$ cat config.mk
export PLATFORM = sky130hd
export DESIGN_NAME = sit_orient
export DESIGN_NICKNAME = d
export VERILOG_FILES = /design/src/rtl/sit_pkg.sv /design/src/rtl/sit_orient.sv
export SDC_FILE = /design/constraint.sdc
export NUM_CORES = 2
export LEC_CHECK = 0
export BUFFER_PORTS_ARGS = -buffer_cell sky130_fd_sc_hd__buf_2
export CAP_MARGIN = 20
export CORE_MARGIN = 2
export CORE_UTILIZATION = 45
export DETAILED_ROUTE_END_ITERATION = 16
export PLACE_DENSITY = 0.6
export SYNTH_ARGS = -nofsm -noshare
export SYNTH_HDL_FRONTEND = slang
export SYNTH_SLANG_ARGS = --single-unit
$ cat constraint.sdc
create_clock -name clock -period 12.45 [get_ports clock]
set_input_delay 1.245 -clock clock [delete_from_list [all_inputs] [get_ports clock]]
set_output_delay 1.245 -clock clock [all_outputs]
set_load 0.01 [all_outputs]
$ cat src/rtl/sit_pkg.sv
// Types and constants of the segment intersection test.
package sit_pkg;

   // Default coordinate width.
   localparam int COORD_BITS_DEF = 16;

   // Result classification.
   typedef enum logic [1:0] {
      KIND_NONE  = 2'd0,
      KIND_CROSS = 2'd1,
      KIND_TOUCH = 2'd2
   } hit_kind_type;

   // Sign of one orientation value.
   typedef struct packed {
      logic neg;
      logic zero;
   } orient_type;

   // Load enables of the four pipeline stages.
   typedef struct packed {
      logic s1;
      logic s2;
      logic s3;
      logic s4;
   } stage_en_type;

endpackage

$ cat src/rtl/sit_orient.sv
// Pipelined orientation sign of point r against segment p..q.
module sit_orient #(
   parameter int COORD_BITS = sit_pkg::COORD_BITS_DEF
) (
   input  logic                         clock,
   input  sit_pkg::stage_en_type        stage_en,
   input  logic signed [COORD_BITS-1:0] p_x,
   input  logic signed [COORD_BITS-1:0] p_y,
   input  logic signed [COORD_BITS-1:0] q_x,
   input  logic signed [COORD_BITS-1:0] q_y,
   input  logic signed [COORD_BITS-1:0] r_x,
   input  logic signed [COORD_BITS-1:0] r_y,
   output sit_pkg::orient_type          sign
);
   localparam int DiffBits = COORD_BITS + 1;
   localparam int ProdBits = 2 * DiffBits;
   localparam int CrossBits = ProdBits + 1;

   logic signed [DiffBits-1:0]  d1_in, d2_in, d3_in, d4_in;
   logic signed [DiffBits-1:0]  d1_ff, d2_ff, d3_ff, d4_ff;
   logic signed [ProdBits-1:0]  m1_ff, m2_ff;
   logic signed [CrossBits-1:0] cross_diff;
   sit_pkg::orient_type         sign_in, sign_ff;

   // Stage 1: coordinate differences, one bit wider than the inputs
   always_comb begin
      d1_in = DiffBits'(r_y) - DiffBits'(p_y);
      d2_in = DiffBits'(q_x) - DiffBits'(r_x);
      d3_in = DiffBits'(r_x) - DiffBits'(p_x);
      d4_in = DiffBits'(q_y) - DiffBits'(r_y);
   end

   always_ff @(posedge clock) begin
      if (stage_en.s1) begin
         d1_ff <= d1_in;
         d2_ff <= d2_in;
         d3_ff <= d3_in;
         d4_ff <= d4_in;
      end
   end

   // Stage 2: the two exact products
   always_ff @(posedge clock) begin
      if (stage_en.s2) begin
         m1_ff <= ProdBits'(d1_ff) * ProdBits'(d2_ff);
         m2_ff <= ProdBits'(d3_ff) * ProdBits'(d4_ff);
      end
   end

   // Stage 3: cross product and its sign
   always_comb begin
      cross_diff   = CrossBits'(m1_ff) - CrossBits'(m2_ff);
      sign_in.neg  = cross_diff[CrossBits-1];
      sign_in.zero = (cross_diff == '0);
   end

   always_ff @(posedge clock) begin
      if (stage_en.s3) begin
         sign_ff <= sign_in;
      end
   end

   assign sign = sign_ff;

endmodule

=== After elaboration in Yosys (flattened, before gate mapping) ===
Index checks and enable logic that the tools add are counted.

* $mul: 2
* Reductions and logical operators: 1
* Add/subtract/negate cells: 5

{| class="wikitable"
|+ Operators with widths
! operator !! number
|-
| 17-bit by 17-bit multiplier with 34-bit output || 2
|-
| 16-bit by 16-bit subtractor with 17-bit output || 4
|-
| 35-bit logical NOT || 1
|-
| 34-bit by 34-bit subtractor with 35-bit output || 1
|}

* Input port bits: 101
* Bits in registers: 138
* Logic and storage cells: 16
* Output and inout port bits: 2

=== Logic depth before layout (Yosys ltp) ===
* Word-level depth: 2
* Gate-level depth with buffers: 25
* Depth with buffers taken out: 24

=== Worst setup path after synthesis ===
OpenSTA, ideal clock, no wires.

* Kind: reg-to-reg
* Start: register d2_ff[8]
* End: register m1_ff[32], data pin
* Data required time: 12.178 ns
* Library setup time: 0.272 ns
* Path buffers: 2
* Arrival: 6.172 ns
* Clock period less this slack: 6.444 ns
* Cell stages (with the launch flop): 26
* Setup slack: 6.006 ns
* Cells stage by stage: edfxtp_1 -> clkbuf_1 -> clkbuf_1 -> nand2_1 -> fa_1 -> inv_1 -> fa_1 -> inv_1 -> fa_1 -> inv_1 -> fa_1 -> fa_1 -> inv_1 -> fa_1 -> inv_1 -> ha_1 -> a21oi_1 -> nand2_1 -> nor2_1 -> a211oi_1 -> o21ai_0 -> a211oi_1 -> o31ai_1 -> a21oi_1 -> mux2i_1 -> or4_1

* Cells in the longest elaborated chain, start to end: 1

{| class="wikitable"
|+ RTL lines
! item !! line !! text
|-
| start: declaration || sit_orient.sv:20 || <nowiki>logic signed [DiffBits-1:0] d1_ff, d2_ff, d3_ff, d4_ff;</nowiki>
|-
| start signal: assignment || sit_orient.sv:36 || <nowiki>d2_ff <= d2_in;</nowiki>
|-
| 17-bit by 17-bit multiplier with 34-bit output || sit_orient.sv:45 || <nowiki>m1_ff <= ProdBits'(d1_ff) * ProdBits'(d2_ff);</nowiki>
|-
| end signal: assignment || sit_orient.sv:45 ||
|-
| end: declaration || sit_orient.sv:21 || <nowiki>logic signed [ProdBits-1:0] m1_ff, m2_ff;</nowiki>
|}

Every way passes these cells.
A chain may end at the register's enable or synchronous reset.

=== Final worst setup path ===
* Start: register d3_ff[7]
* End: register m2_ff[32], data pin

* Cells in the longest elaborated chain, start to end: 1

{| class="wikitable"
|+ RTL lines
! item !! line !! text
|-
| start: declaration || sit_orient.sv:20 ||
|-
| start signal: assignment || sit_orient.sv:37 || <nowiki>d3_ff <= d3_in;</nowiki>
|-
| 17-bit by 17-bit multiplier with 34-bit output || sit_orient.sv:46 || <nowiki>m2_ff <= ProdBits'(d3_ff) * ProdBits'(d4_ff);</nowiki>
|-
| end signal: assignment || sit_orient.sv:46 ||
|-
| end: declaration || sit_orient.sv:21 ||
|}

Every way passes these cells.

==> metrics.txt <==
number of flops mapped to enable cells by yosys=138; # nets final=4,238; post-synthesis simple-gate area fraction=15.3%; post-DP HPWL=60,300 um; cell count after synthesis=3,230; CP max stage delay=1.00 ns; Min Hold Slack=0.971 ns; setup ws final=4.77 ns; asr flop ratio synth=0%; Setup-failing EPs final=0; Worst path most repeated cell=fa_1; clk_lat worst skew=0.44 ns; WL final=73,300 um; initial antenna violation count=9; met1 Resource Use GR=29.9%; Remaining DRCs=0; Setup Slack @ Placement=4.87 ns; Crit Path Max Fanout=17; # resized after CTS=0; first-pass GRT wire length=122,000 um; Fin Setup TNS=0 ns; Final ANT Viol Nets=0; Starting Density=45.6%; cts bufs inserted=17; Req. time, crit path=12.63 ns; hold-fix buffers at CTS=0; vias per std cell=5.21; Syn Area/Cell=9.49 um2; DR iter-0 viols=1,269; Seq cells post-synth=138; Die Area=70,200 um2; Core Area=67,300 um2; Synth Area in Adders=49.9%; Slew HR=31.3%; Post-CTS Setup Bufs=0; startpoint types=flop; clock sinks=138; largest family of logic cells by synthesized area=adder cells; Hold/Removal Path Class=flop to flop; met2 Track Usage GR=37.9%; # port buffers=101; critical-path cell list=nand2_1 > fa_1 > inv_1 > fa_1 > inv_1 > fa_1 > inv_1 > fa_1 > fa_1 > inv_1 > fa_1 > inv_1 > ha_1 > nand4_1 > a2111oi_0 > o31ai_1 > o31ai_1 > nor4_1 > o41ai_1 > a21oi_1 > xnor2_1; Fmax=130 MHz; RSZ-0062 raised after global routing=false; H-tree Lvls=4; per-cell routed wire length=17.6 um; met3 Usage GRT=3.33%; Worst setup EP type=flop; Clock transition at path regs=0.06 ns; CTS tree=yes; Hold Vio Cnt, Final=0; largest net degree at the start of global routing=69; clk buf depth=2; Die Y=265 um; measured slew at the worst slew-check pin=1.03 ns; Slew Limit Fails=0; Crit-path slowest cell=edfxtp_1; post-synthesis mux area share=0.135%; Synth Warn #=0; register area share after synthesis=13.5%; CP arrival=7.85 ns; xor/xnor share of the synthesized area=3.31%; ys flop type=edfxtp_1; busiest grt layer=met2; compound-gate portion of the synthesized area=7.86%; Placement Rows=95; synthesized area=30,700 um2; layout cells sized above 1=4.81%; vias in the first global route=23,026; Area growth syn-to-layout=6.17%; Root Buffer Master=clkbuf_16; syn nets=4,196; Max-Cap Viols=0; Layout Skew=0.00982 ns; Die Width=265 um; grt total ovfl=0; outcome=finished, final reports clean; synth unique cells=71; via total after detailed routing=21,672; fin crit period=7.68 ns; crit path kind=flop to flop; routability cong.=0.933; Total Routing Usage GR=22.2%; final period utilization=61.7%; TritonRoute pass-1 iters=5; num ports=103
[state kept, by name, summed over array words and instances (netlist names)]
signal  flops
d4_ff      17
d2_ff      17
d1_ff      17
m2_ff      34
m1_ff      34
sign        2
d3_ff      17
[layout by cell type (no fill, tap or decap), drive strengths merged, types with 20 or more instances in the layout]
| cell type | netlist | layout |
|---|---|---|
| nand2 | 326 | 326 |
| nand3 | 28 | 28 |
| a21oi | 97 | 97 |
| nor2 | 130 | 130 |
| nor3 | 28 | 28 |
| nand2b | 32 | 32 |
| o21ai | 70 | 70 |
| edfxtp | 138 | 138 |
| fa | 597 | 597 |
| buf | 3 | 107 |
| o21a | 20 | 20 |
| xor2 | 23 | 23 |
| inv | 725 | 729 |
| ha | 268 | 268 |
| xnor2 | 93 | 93 |
| and2 | 299 | 299 |
| a21o | 32 | 32 |
| nor2b | 30 | 30 |
[cell type report]
type | count | area, um2
Fill cell | 6520 | 34700
Multi-Input combinational cell | 2282 | 23500
Sequential cell | 138 | 4140
Inverter | 725 | 2720
Tap cell | 873 | 1090
Timing Repair Buffer | 108 | 561
Clock buffer | 17 | 425
Clock inverter | 13 | 120
Antenna cell | 5 | 12.5
[critical path: cells and delay by family, from the launching register on]
kind                       cells  cell delay, ns
AOI/OAI and AO/OA              5            2.13
adders and majority gates      7            3.38
xor gates and xnor gates       1            0.16
and+or+nand+nor                3            0.48
DFF                            1            1.00
buffers and inverters          5            0.25
[metrics by stage]
stage                     utilization, %  instance area, um2  cells
after CTS                           48.3               32500   4155
after detailed placement            47.5               32000   4125
after global placement              47.5               32000   4125
final                               48.4               32500   4161
after floorplan                        -               30700   3230
after global routing                48.4               32500   4158
[cell families after synthesis]
logic type                 count (synthesis)
buffers and inverters                    810
DFF                                      138
xor gates and xnor gates                 116
and+or+nand+nor                          935
AOI/OAI and AO/OA                        362
muxes                                      4
adders and majority gates                865
[path summary, 6_finish.rpt]
kind	from	to	slack, ns	cells past startpoint
min	m1_ff[33]$_DFFE_PP_	sign[1]$_DFFE_PP_	0.97	4
min reg2reg	m1_ff[33]$_DFFE_PP_	sign[1]$_DFFE_PP_	0.97	4
max	d3_ff[7]$_DFFE_PP_	m2_ff[32]$_DFFE_PP_	4.77	21
max reg2reg	d3_ff[7]$_DFFE_PP_	m2_ff[32]$_DFFE_PP_	4.77	21
[cells in the mapped netlist, types with 5 or more instances]
library cell / count / share of area (%)
edfxtp_1: 138 / 14
xnor2_1: 93 / 2.7
o211ai_1: 11 / 0.27
nand3_1: 27 / 0.44
o31ai_1: 6 / 0.15
inv_1: 725 / 8.9
or3_1: 13 / 0.27
and2_1: 298 / 6.1
nor2_1: 130 / 1.6
a2111oi_0: 6 / 0.17
a41o_1: 5 / 0.16
a211oi_1: 11 / 0.27
a21boi_0: 18 / 0.44
nor3_1: 28 / 0.46
a21oi_1: 97 / 1.6
o21ai_0: 70 / 1.1
a31oi_1: 16 / 0.33
o22ai_1: 7 / 0.14
nand3b_1: 5 / 0.12
and3_1: 15 / 0.31
a21o_1: 32 / 0.78
o21a_1: 20 / 0.49
fa_1: 597 / 39
nand2_1: 326 / 4.0
o2111ai_1: 11 / 0.31
xor2_1: 23 / 0.66
nor2b_1: 30 / 0.61
nand2b_1: 32 / 0.65
clkbuf_1: 82 / 1.0
o41ai_1: 8 / 0.23
nand4_1: 6 / 0.12
ha_1: 268 / 11
[layer usage]
metal	part of all wire, %	routed length (um)
met1	44	32500
met5	0.066	48
met3	4.8	3500
met4	2.2	1630
met2	49	35500
Power is not shown: default switching activity piles up to over one toggle a cycle in this logic, so the estimate is an artifact.
